$ cat src/sv/lpp_pkg.sv
// shared types and constants for the look-at perspective point projector
package lpp_pkg;

    // default screen size
    localparam int SCREEN_WIDTH_DEF  = 128;
    localparam int SCREEN_HEIGHT_DEF = 64;

    // field and datapath widths
    localparam int CW = 16;  // coordinate and register width, Q10.6
    localparam int PW = 17;  // point minus camera, Q.6
    localparam int BW = 16;  // basis component width, Q1.15
    localparam int FW = 8;   // focal length width

    // basis saturation bound
    localparam logic signed [BW-1:0] BASIS_MAX = 16'sd32767;

    // configuration register indexes
    typedef enum logic [2:0] {
        CFG_CAMERA_X     = 3'd0,
        CFG_CAMERA_Y     = 3'd1,
        CFG_CAMERA_Z     = 3'd2,
        CFG_TARGET_X     = 3'd3,
        CFG_TARGET_Y     = 3'd4,
        CFG_TARGET_Z     = 3'd5,
        CFG_FOCAL_LENGTH = 3'd6
    } t_cfg_idx;

    // camera position and look-at target
    typedef struct packed {
        logic signed [CW-1:0] cam_x;
        logic signed [CW-1:0] cam_y;
        logic signed [CW-1:0] cam_z;
        logic signed [CW-1:0] tgt_x;
        logic signed [CW-1:0] tgt_y;
        logic signed [CW-1:0] tgt_z;
    } t_cam;

    // camera basis, right has no y component
    typedef struct packed {
        logic signed [BW-1:0] fx;
        logic signed [BW-1:0] fy;
        logic signed [BW-1:0] fz;
        logic signed [BW-1:0] rx;
        logic signed [BW-1:0] rz;
        logic signed [BW-1:0] ux;
        logic signed [BW-1:0] uy;
        logic signed [BW-1:0] uz;
    } t_basis;

endpackage

$ cat src/sv/lpp_basis.sv
// sequential camera basis builder: squares, bit-serial root, bit-serial divide
module lpp_basis (
    input  logic           i_clk,
    input  logic           i_rst_n,
    input  logic           i_restart,
    input  lpp_pkg::t_cam  i_cam,
    output logic           o_busy,
    output lpp_pkg::t_basis o_basis
);
    import lpp_pkg::*;

    localparam int SW   = 34;          // sum of squares
    localparam int RADW = SW + 20;     // radicand
    localparam int ROW  = RADW / 2;    // root width
    localparam int NUMW = PW + 25;     // divide numerator
    localparam int QW   = BW - 1;      // quotient bits before saturation
    localparam int MPW  = 2 * PW;      // product width
    localparam int UW   = MPW + 1;     // up component sum width
    localparam logic [SW-1:0] RIGHT_MIN_SQ = SW'(1073);

    typedef enum logic [8:0] {
        ST_IDLE   = 9'b000000001,
        ST_SQMUL  = 9'b000000010,
        ST_SQSUM  = 9'b000000100,
        ST_ROOT   = 9'b000001000,
        ST_DLOAD  = 9'b000010000,
        ST_DIV    = 9'b000100000,
        ST_DSTORE = 9'b001000000,
        ST_UPMUL  = 9'b010000000,
        ST_UPSUM  = 9'b100000000
    } t_state;

    t_state r_state, n_state;
    logic   r_right, n_right;
    logic [1:0] r_comp, n_comp;
    logic [4:0] r_cnt, n_cnt;
    logic signed [MPW-1:0] r_prod [4];
    logic [RADW-1:0] r_rad, n_rad;
    logic [RADW-1:0] r_res, n_res;
    logic [RADW-1:0] r_bit, n_bit;
    logic [ROW-1:0]  r_root, n_root;
    logic [NUMW-1:0] r_rem, n_rem;
    logic [QW-1:0]   r_q, n_q;
    logic            r_neg, n_neg;
    t_basis          r_b, n_b;

    logic signed [PW-1:0]  w_dx, w_dy, w_dz;
    logic signed [PW-1:0]  w_ma [4];
    logic signed [PW-1:0]  w_mb [4];
    logic signed [MPW-1:0] w_prod [4];
    logic [SW-1:0]         w_sum;
    logic [RADW:0]         w_rtry;
    logic signed [PW-1:0]  w_num_a;
    logic [PW-1:0]         w_mag;
    logic [NUMW-1:0]       w_num;
    logic [NUMW-1:0]       w_dfull;
    logic [NUMW-1:0]       w_dsh;
    logic signed [BW-1:0]  w_qval;
    logic signed [UW-1:0]  w_u [3];
    logic signed [BW-1:0]  w_usat [3];

    // look direction before normalizing
    assign w_dx = PW'(i_cam.tgt_x) - PW'(i_cam.cam_x);
    assign w_dy = PW'(i_cam.tgt_y) - PW'(i_cam.cam_y);
    assign w_dz = PW'(i_cam.tgt_z) - PW'(i_cam.cam_z);

    // shared multipliers: squares for lengths, cross products for up
    always_comb begin
        w_ma[0] = w_dx; w_mb[0] = w_dx;
        w_ma[1] = w_dy; w_mb[1] = w_dy;
        w_ma[2] = w_dz; w_mb[2] = w_dz;
        w_ma[3] = '0;   w_mb[3] = '0;
        if (r_state == ST_UPMUL) begin
            w_ma[0] = PW'(r_b.rz); w_mb[0] = PW'(r_b.fy);
            w_ma[1] = PW'(r_b.rz); w_mb[1] = PW'(r_b.fx);
            w_ma[2] = PW'(r_b.rx); w_mb[2] = PW'(r_b.fz);
            w_ma[3] = PW'(r_b.rx); w_mb[3] = PW'(r_b.fy);
        end else if (r_right) begin
            w_ma[0] = PW'(r_b.fx); w_mb[0] = PW'(r_b.fx);
            w_ma[1] = PW'(r_b.fz); w_mb[1] = PW'(r_b.fz);
            w_ma[2] = '0;          w_mb[2] = '0;
        end
        for (int i = 0; i < 4; i++) begin
            w_prod[i] = w_ma[i] * w_mb[i];
        end
    end

    assign w_sum = SW'(unsigned'(r_prod[0])) + SW'(unsigned'(r_prod[1]))
                 + SW'(unsigned'(r_prod[2]));

    // one root digit per cycle
    assign w_rtry = {1'b0, r_res} + {1'b0, r_bit};

    // component to normalize
    always_comb begin
        w_num_a = w_dx;
        if (r_right) begin
            case (r_comp)
                2'd0:    w_num_a = -PW'(r_b.fz);
                default: w_num_a = PW'(r_b.fx);
            endcase
        end else begin
            case (r_comp)
                2'd0:    w_num_a = w_dx;
                2'd1:    w_num_a = w_dy;
                default: w_num_a = w_dz;
            endcase
        end
    end

    assign w_mag   = w_num_a[PW-1] ? PW'(-w_num_a) : PW'(w_num_a);
    assign w_num   = {w_mag, 25'b0};
    assign w_dfull = {r_root, 15'b0};
    assign w_dsh   = NUMW'(r_root) << r_cnt[3:0];
    assign w_qval  = r_neg ? -BW'(signed'({1'b0, r_q})) : BW'(signed'({1'b0, r_q}));

    // up components, divided by 2^15 toward zero and saturated
    always_comb begin
        w_u[0] = -UW'(r_prod[0]);
        w_u[1] = UW'(r_prod[1]) - UW'(r_prod[2]);
        w_u[2] = UW'(r_prod[3]);
        for (int i = 0; i < 3; i++) begin
            if (w_u[i] < 0) begin
                w_u[i] = (w_u[i] + UW'(32767)) >>> 15;
            end else begin
                w_u[i] = w_u[i] >>> 15;
            end
            if (w_u[i] > UW'(BASIS_MAX)) begin
                w_usat[i] = BASIS_MAX;
            end else if (w_u[i] < -UW'(BASIS_MAX)) begin
                w_usat[i] = -BASIS_MAX;
            end else begin
                w_usat[i] = BW'(w_u[i]);
            end
        end
    end

    // sequencer
    always_comb begin
        n_state = r_state;
        n_right = r_right;
        n_comp  = r_comp;
        n_cnt   = r_cnt;
        n_rad   = r_rad;
        n_res   = r_res;
        n_bit   = r_bit;
        n_root  = r_root;
        n_rem   = r_rem;
        n_q     = r_q;
        n_neg   = r_neg;
        n_b     = r_b;
        unique case (r_state)
            ST_IDLE: begin
            end
            ST_SQMUL: begin
                n_state = ST_SQSUM;
            end
            ST_SQSUM: begin
                n_rad  = {w_sum, 20'b0};
                n_res  = '0;
                n_bit  = RADW'(1) << (RADW - 2);
                n_cnt  = 5'(ROW - 1);
                n_comp = '0;
                if (!r_right) begin
                    if (w_sum == '0) begin
                        n_b.fx  = '0;
                        n_b.fy  = '0;
                        n_b.fz  = BASIS_MAX;
                        n_right = 1'b1;
                        n_state = ST_SQMUL;
                    end else begin
                        n_state = ST_ROOT;
                    end
                end else if (w_sum > RIGHT_MIN_SQ) begin
                    n_state = ST_ROOT;
                end else begin
                    n_b.rx  = -r_b.fz;
                    n_b.rz  = r_b.fx;
                    n_state = ST_UPMUL;
                end
            end
            ST_ROOT: begin
                if ({1'b0, r_rad} >= w_rtry) begin
                    n_rad = r_rad - RADW'(w_rtry);
                    n_res = (r_res >> 1) + r_bit;
                end else begin
                    n_res = r_res >> 1;
                end
                n_bit = r_bit >> 2;
                n_cnt = r_cnt - 5'd1;
                if (r_cnt == '0) begin
                    n_root  = n_res[ROW-1:0];
                    n_state = ST_DLOAD;
                end
            end
            ST_DLOAD: begin
                n_neg = w_num_a[PW-1];
                n_rem = w_num;
                n_q   = '0;
                n_cnt = 5'(QW - 1);
                if (w_num >= w_dfull) begin
                    n_q     = '1;
                    n_state = ST_DSTORE;
                end else begin
                    n_state = ST_DIV;
                end
            end
            ST_DIV: begin
                if (r_rem >= w_dsh) begin
                    n_rem = r_rem - w_dsh;
                    n_q   = {r_q[QW-2:0], 1'b1};
                end else begin
                    n_q   = {r_q[QW-2:0], 1'b0};
                end
                n_cnt = r_cnt - 5'd1;
                if (r_cnt == '0) begin
                    n_state = ST_DSTORE;
                end
            end
            ST_DSTORE: begin
                n_comp  = r_comp + 2'd1;
                n_state = ST_DLOAD;
                if (!r_right) begin
                    case (r_comp)
                        2'd0:    n_b.fx = w_qval;
                        2'd1:    n_b.fy = w_qval;
                        default: n_b.fz = w_qval;
                    endcase
                    if (r_comp == 2'd2) begin
                        n_right = 1'b1;
                        n_state = ST_SQMUL;
                    end
                end else begin
                    case (r_comp)
                        2'd0:    n_b.rx = w_qval;
                        default: n_b.rz = w_qval;
                    endcase
                    if (r_comp == 2'd1) begin
                        n_state = ST_UPMUL;
                    end
                end
            end
            ST_UPMUL: begin
                n_state = ST_UPSUM;
            end
            ST_UPSUM: begin
                n_b.ux  = w_usat[0];
                n_b.uy  = w_usat[1];
                n_b.uz  = w_usat[2];
                n_state = ST_IDLE;
            end
            default: begin
                n_state = ST_IDLE;
            end
        endcase
        if (i_restart) begin
            n_state = ST_SQMUL;
            n_right = 1'b0;
        end
    end

    // control registers
    always_ff @(posedge i_clk) begin
        if (!i_rst_n) begin
            r_state <= ST_SQMUL;
            r_right <= 1'b0;
        end else begin
            r_state <= n_state;
            r_right <= n_right;
        end
    end

    // datapath registers
    always_ff @(posedge i_clk) begin
        r_comp <= n_comp;
        r_cnt  <= n_cnt;
        r_rad  <= n_rad;
        r_res  <= n_res;
        r_bit  <= n_bit;
        r_root <= n_root;
        r_rem  <= n_rem;
        r_q    <= n_q;
        r_neg  <= n_neg;
        r_b    <= n_b;
        for (int i = 0; i < 4; i++) begin
            r_prod[i] <= w_prod[i];
        end
    end

    assign o_busy  = (r_state != ST_IDLE);
    assign o_basis = r_b;

endmodule

$ cat config.mk
export PLATFORM = sky130hd
export DESIGN_NAME = lpp_basis
export DESIGN_NICKNAME = d
export VERILOG_FILES = /design/src/sv/lpp_pkg.sv /design/src/sv/lpp_basis.sv
export SDC_FILE = /design/constraint.sdc
export NUM_CORES = 2
export LEC_CHECK = 0
export BUFFER_PORTS_ARGS = -buffer_cell sky130_fd_sc_hd__buf_4
export CORE_ASPECT_RATIO = 1.5
export CORE_MARGIN = 2
export CORE_UTILIZATION = 30
export CTS_BUF_LIST = sky130_fd_sc_hd__clkbuf_16
export DETAILED_ROUTE_END_ITERATION = 16
export SLEW_MARGIN = 20
export SYNTH_ARGS = -nofsm -noshare
export SYNTH_HDL_FRONTEND = slang
export SYNTH_SLANG_ARGS = --single-unit
$ cat constraint.sdc
create_clock -name i_clk -period 16.6 [get_ports i_clk]
set_clock_uncertainty 0.1 [all_clocks]
set_input_delay 3.32 -clock i_clk [delete_from_list [all_inputs] [get_ports i_clk]]
set_output_delay 3.32 -clock i_clk [all_outputs]
set_load 0.1 [all_outputs]
# Word level (Yosys, flattened, before mapping)
# Memory sizes are Yosys's and may differ from the RTL's.
# Index checks and enable logic that the tools add are counted.
# op_classes
reduce_logical,22
bitwise_logic,2
order_cmp,13
eq_ne,26
n_addsub,20
multipliers,4
mux,54
n_shift,1
# ops
op,count
one-hot mux 54 bit (2 select lines),3
one-hot mux 80 bit (2 select lines),1
two-way mux 51 bit,3
two-way mux 48 bit,3
multiplier 17 x 17 -> 34 bit,4
two-way mux 16 bit,8
two-way mux 54 bit,2
"greater-than comparator 35 x 16 -> 1 bit, second input constant",3
"< comparator 35 x 16 -> 1 bit, second input constant",3
two-way mux 35 bit,3
two-way mux 32 bit,3
two-way mux 17 bit,5
greater-or-equal comparator 42 bit,2
one-hot mux 42 bit (2 select lines),1
one-hot mux 9 bit (8 select lines),1
"adder 35 x 16 -> 35 bit, second input constant",2
"< comparator 35 x 1 -> 1 bit, second input constant",2
adder 34 bit,2
adder 54 x 54 -> 55 bit,1
greater-or-equal comparator 54 x 55 -> 1 bit,1
adder 53 x 54 -> 54 bit,1
subtractor 54 bit,1
subtractor 16 x 16 -> 17 bit,3
two-way mux 42 bit,1
49 further kinds,83
# word_totals
wordCells,165
mem_count,1
reg_bits,392
input_bits,99
ramBits,136
# mem_list
name,depth,word_bits,read_ports,rd_ports_with_merged_regs,wr,line_no,source
r_prod,4,34,4,0,4,lpp_basis.sv:37,logic signed [MPW-1:0] r_prod [4];

# Longest topological paths before layout
# logic_depth
ltp_word,8
ltp_mapped,40
ltp_nobuf,39

# Least setup slack after synthesis
# OpenSTA, ideal clock, no wires.
# synth_path
path_kind,input -> register
start,input port i_cam[50] (netlist name)
end,memory r_prod[2][33] (netlist name)
setup_slack_ps,4691
cell_stages,35
path_buffers,1
required_ps,16428
setup_ps,72
t_arrival_ps,11736
path_cell_list,inv_1 > ha_1 > nor2b_1 > o21a_1 > o21ai_1 > a21oi_1 > o2111a_1 > o31a_1 > o21ai_0 > and3_1 > or2_2 > clkbuf_1 > nand2_1 > fa_1 > inv_1 > fa_1 > inv_1 > fa_1 > inv_1 > fa_1 > fa_1 > inv_1 > fa_1 > inv_1 > ha_1 > or2_2 > o31ai_1 > a21oi_1 > a2111oi_1 > o41ai_1 > a2111oi_0 > nor3b_1 > a311o_1 > a21oi_1 > xnor2_1
# synth_lines
item,line_no,source
from (decl),lpp_basis.sv:6,"input lpp_pkg::t_cam i_cam,"
to (decl),lpp_basis.sv:37,

==> flow_summary.toml <==
[status]
run_status = "complete, no violations"

[logic_synthesis]
share_of_the_synthesized_area_in_compound_gates_ao_oa_aoi_oai = 0.124
synth-simple-area-share = 0.163
synth_area_mm2 = 0.0805
netlist-cell-type-count = 99
yosys-top-cells-area = "sky130_fd_sc_hd__fa_1 (30%), sky130_fd_sc_hd__edfxtp_1 (13%), sky130_fd_sc_hd__ha_1 (9.8%)"
synth_adder_area_share = 0.401
ys.warnings.count = 0
synth_area_per_cell_um2 = 8.92
synth_flop_cell = "sky130_fd_sc_hd__edfxtp_1"
synthCells = 9020
synth_top_family_by_area = "adder cells"
synth-async-reset-ratio = 0
mappedNetlistNets = 11000
ys_seq_area_frac = 0.169
synthDominantCellAreaShare = 0.303
synth_enable_flop_cells = 355
synth.ff_latch_count = 501
yosysTopAreaCell = "sky130_fd_sc_hd__fa_1"
post_synth_mux_area_share = 0.0106
synth_xor_xnor_area_share = 0.0532

[clock_network]
clk-insertion-delay-late_ns = 0.68
cts_buffer_depth = 3
cts_made_buffers = 52
number_of_resized_instances_in_the_post_cts_repair_step = 0
tritoncts = "built"
clock_pin_slew_of_the_registers_on_the_worst_case_setup_and_hold_paths_ns = 0.07
numClockSinks = 501
post_cts_buffers = 0
cts_root_buffer = "sky130_fd_sc_hd__clkbuf_16"
clock_tree.htree_level_count = 2
cts_hold_buffers = 0

[timing]
setup_tns_ns = 0
finalSetupViolCount = 0
slew_violations = 0
finalWorstPathRequiredPeriod_ns = 12.60
max_slew_margin = 0.204
rsz0062_at_grt = "false"
timing.final.crit_share = 0.759
worstMarginPinSlew_ns = 1.19
max_freq_mhz = 79.4
timing_hold_violations_final = 0

[critical_path]
worst_path_max_delay_cell = "sky130_fd_sc_hd__nor2_1"
worst-path-max-fanout = 7
reg2reg_to = "r_prod[2][33]$_DFF_P_"
max_stage_delay_ns = 0.84
cpLargestDelayFamily = "adder cells"
crit_top_cell = "sky130_fd_sc_hd__fa_1"
setup.worst_path.start_class = "input pin"
ff2ff_path_depth = 31
category_of_the_critical_setup_timing_path = "in -> reg"
regToRegStartpoint = "r_state[3]$_SDFFE_PP0P_"
timing.critical_path.buf_inv = 6
setup.reg_to_reg.worst_slack_ns = 6.13
timing.critical_path.arrival_ns = 13.09
required_time_reported_for_the_critical_path_endpoint_ns = 17.09
critical_path.endpoint_type = "register"

[layout]
mostFrequentLayoutCell = "sky130_fd_sc_hd__inv_1"
share_of_layout_cells_above_drive_strength_1 = 0.0693
finish.net_count = 11100
layout-area-overhead-vs-synth_pct = 9.87
multi_input_comb_area_mm2 = 0.0606
fill_cells = 27900
most-common-layout-cells = "sky130_fd_sc_hd__inv_1 (1397), sky130_fd_sc_hd__fa_1 (1217), sky130_fd_sc_hd__nand2_1 (1031)"
sequential_cell_area_mm2 = 0.0136

[grt]
grt_antenna_before_repair = 16
grt_pass1_vias = 69200
grt_pass1_wl_mm = 425
globalRouteTotalUtil = 0.208
pin_count_of_the_biggest_net_entering_global_routing = 145
globalRoute.totalOverflow = 0

[routing]
avgRoutedWirePerCell_um = 22.4
finalWirelength_mm = 284
vias_per_cell = 5.18
via_count = 65700
drt_first_pass_iters = 6
detail_route.drc_violations = 0
ant_nets = 0
first_iter_violations = 4868

[placement]
gp_routability_congestion = 1.00
hpwl_mm = 235
portBuffers = 227

[floorplanning]
floorplan.die.width_um = 427
effective_utilization_at_floorplan = 0.302
floorplan.rows = 232
floorplan.core_area_mm2 = 0.266
design.die.area_mm2 = 0.272
num_io_pins = 228
die_height_um = 638

[hold_path]
worst_hold_depth = 2
hold-path-endpoint = "r_state[2]$_SDFFE_PP0P_"
hp-class = "reg -> reg"
worst_hold_path_startpoint = "r_state[1]$_SDFFE_PP1P_"

[run]
maxCapViolCount = 0
[flip-flops by register name, summed over array words and instances, names as in the netlist, 2 cells and up]
signal,count
r_rad,54
r_root,27
r_bit,27
r_comp,2
r_cnt,5
r_state,9
r_prod,136
o_basis,128
r_res,54
r_q,15
r_rem,42
[worst max-delay path by stage]
stage          startpoint  slack [ns]                    end  cells past startpoint
2_1_floorplan   i_cam[50]        4.69  r_prod[2][33]$_DFF_P_                     35
6_report         i_cam[0]        4.00  r_prod[2][33]$_DFF_P_                     35
4_1_cts          i_cam[0]        3.97  r_prod[2][33]$_DFF_P_                     35
3_3_place_gp     i_cam[0]        3.33  r_prod[2][33]$_DFF_P_                     35
3_5_place_dp     i_cam[0]        3.26  r_prod[2][33]$_DFF_P_                     35
5_1_grt          i_cam[0]        3.20  r_prod[2][33]$_DFF_P_                     35
[metal layers]
layer	track usage	vias up	routed length, µm
met2	0.365	2345	140000
met1	0.229	32800	103000
met4	0.146	4	24100
li1	-	29800	-
met5	0	-	34
met3	0.0280	797	17400
[cells in the mapped netlist, types with 59 or more instances]
cell	count
sky130_fd_sc_hd__xnor2_1	290
sky130_fd_sc_hd__nand3_1	112
sky130_fd_sc_hd__a21o_1	153
sky130_fd_sc_hd__clkbuf_1	282
sky130_fd_sc_hd__o21a_1	106
sky130_fd_sc_hd__nor2b_1	90
sky130_fd_sc_hd__inv_1	1394
sky130_fd_sc_hd__edfxtp_1	355
sky130_fd_sc_hd__nor2_1	865
sky130_fd_sc_hd__xor2_1	199
sky130_fd_sc_hd__ha_1	629
sky130_fd_sc_hd__nand2_1	1032
sky130_fd_sc_hd__or2_2	73
sky130_fd_sc_hd__nand2b_1	72
sky130_fd_sc_hd__nor3_1	120
sky130_fd_sc_hd__nand4_1	59
sky130_fd_sc_hd__fa_1	1217
sky130_fd_sc_hd__dfxtp_1	146
sky130_fd_sc_hd__o21ai_0	335
sky130_fd_sc_hd__and3_1	154
sky130_fd_sc_hd__a21oi_1	395
sky130_fd_sc_hd__and2_1	114
sky130_fd_sc_hd__a31oi_1	74
[logic make-up (layout without fill, tap and decap cells)]
family                     Yosys count  after routing
AOI/OAI and AO/OA                 1542           1542
xor gates and xnor gates           489            489
adders and majority gates         1846           1846
buffers and inverters             1705           1859
DFF                                501            501
muxes                               70             70
other                                0              7
and+or+nand+nor                   2867           2867
[per-stage QoR]
stage | setup slack, ns | util | std cells | area, µm² | hold WS (ns)
floorplan | 4.69 | - | 9020 | 80500 | 0.397
CTS | 3.97 | 0.332 | 12700 | 88400 | 0.460
global placement | 3.33 | 0.325 | 12600 | 86600 | 0.448
detailed placement | 3.26 | 0.325 | 12600 | 86600 | 0.449
finish | 4.00 | 0.332 | 12700 | 88400 | 0.460
global route | 3.20 | 0.332 | 12700 | 88400 | 0.483
[final cells by class]
| class | count | area share |
|---|---|---|
| well taps | 3510 | 0.0497 |
| diodes | 7 | 0.000198 |
| clock inverters | 44 | 0.00483 |
| repair buffers | 367 | 0.0314 |
| clock buffers | 54 | 0.0153 |
| flip-flops and latches | 501 | 0.154 |
| inverters | 1394 | 0.0592 |
| multi-input cells | 6814 | 0.686 |
[worst register-to-register path: cells and delay by family (launching register included)]
family | cells | cell delay, ns
AOI/OAI and AO/OA | 8 | 2.68
xor gates and xnor gates | 1 | 0.15
adders and majority gates | 7 | 3.41
and+or+nand+nor | 9 | 2.79
buffers and inverters | 6 | 0.88
DFF | 1 | 0.37
Power is not shown: default switching activity piles up to over one toggle a cycle in this logic, so the estimate is an artifact.
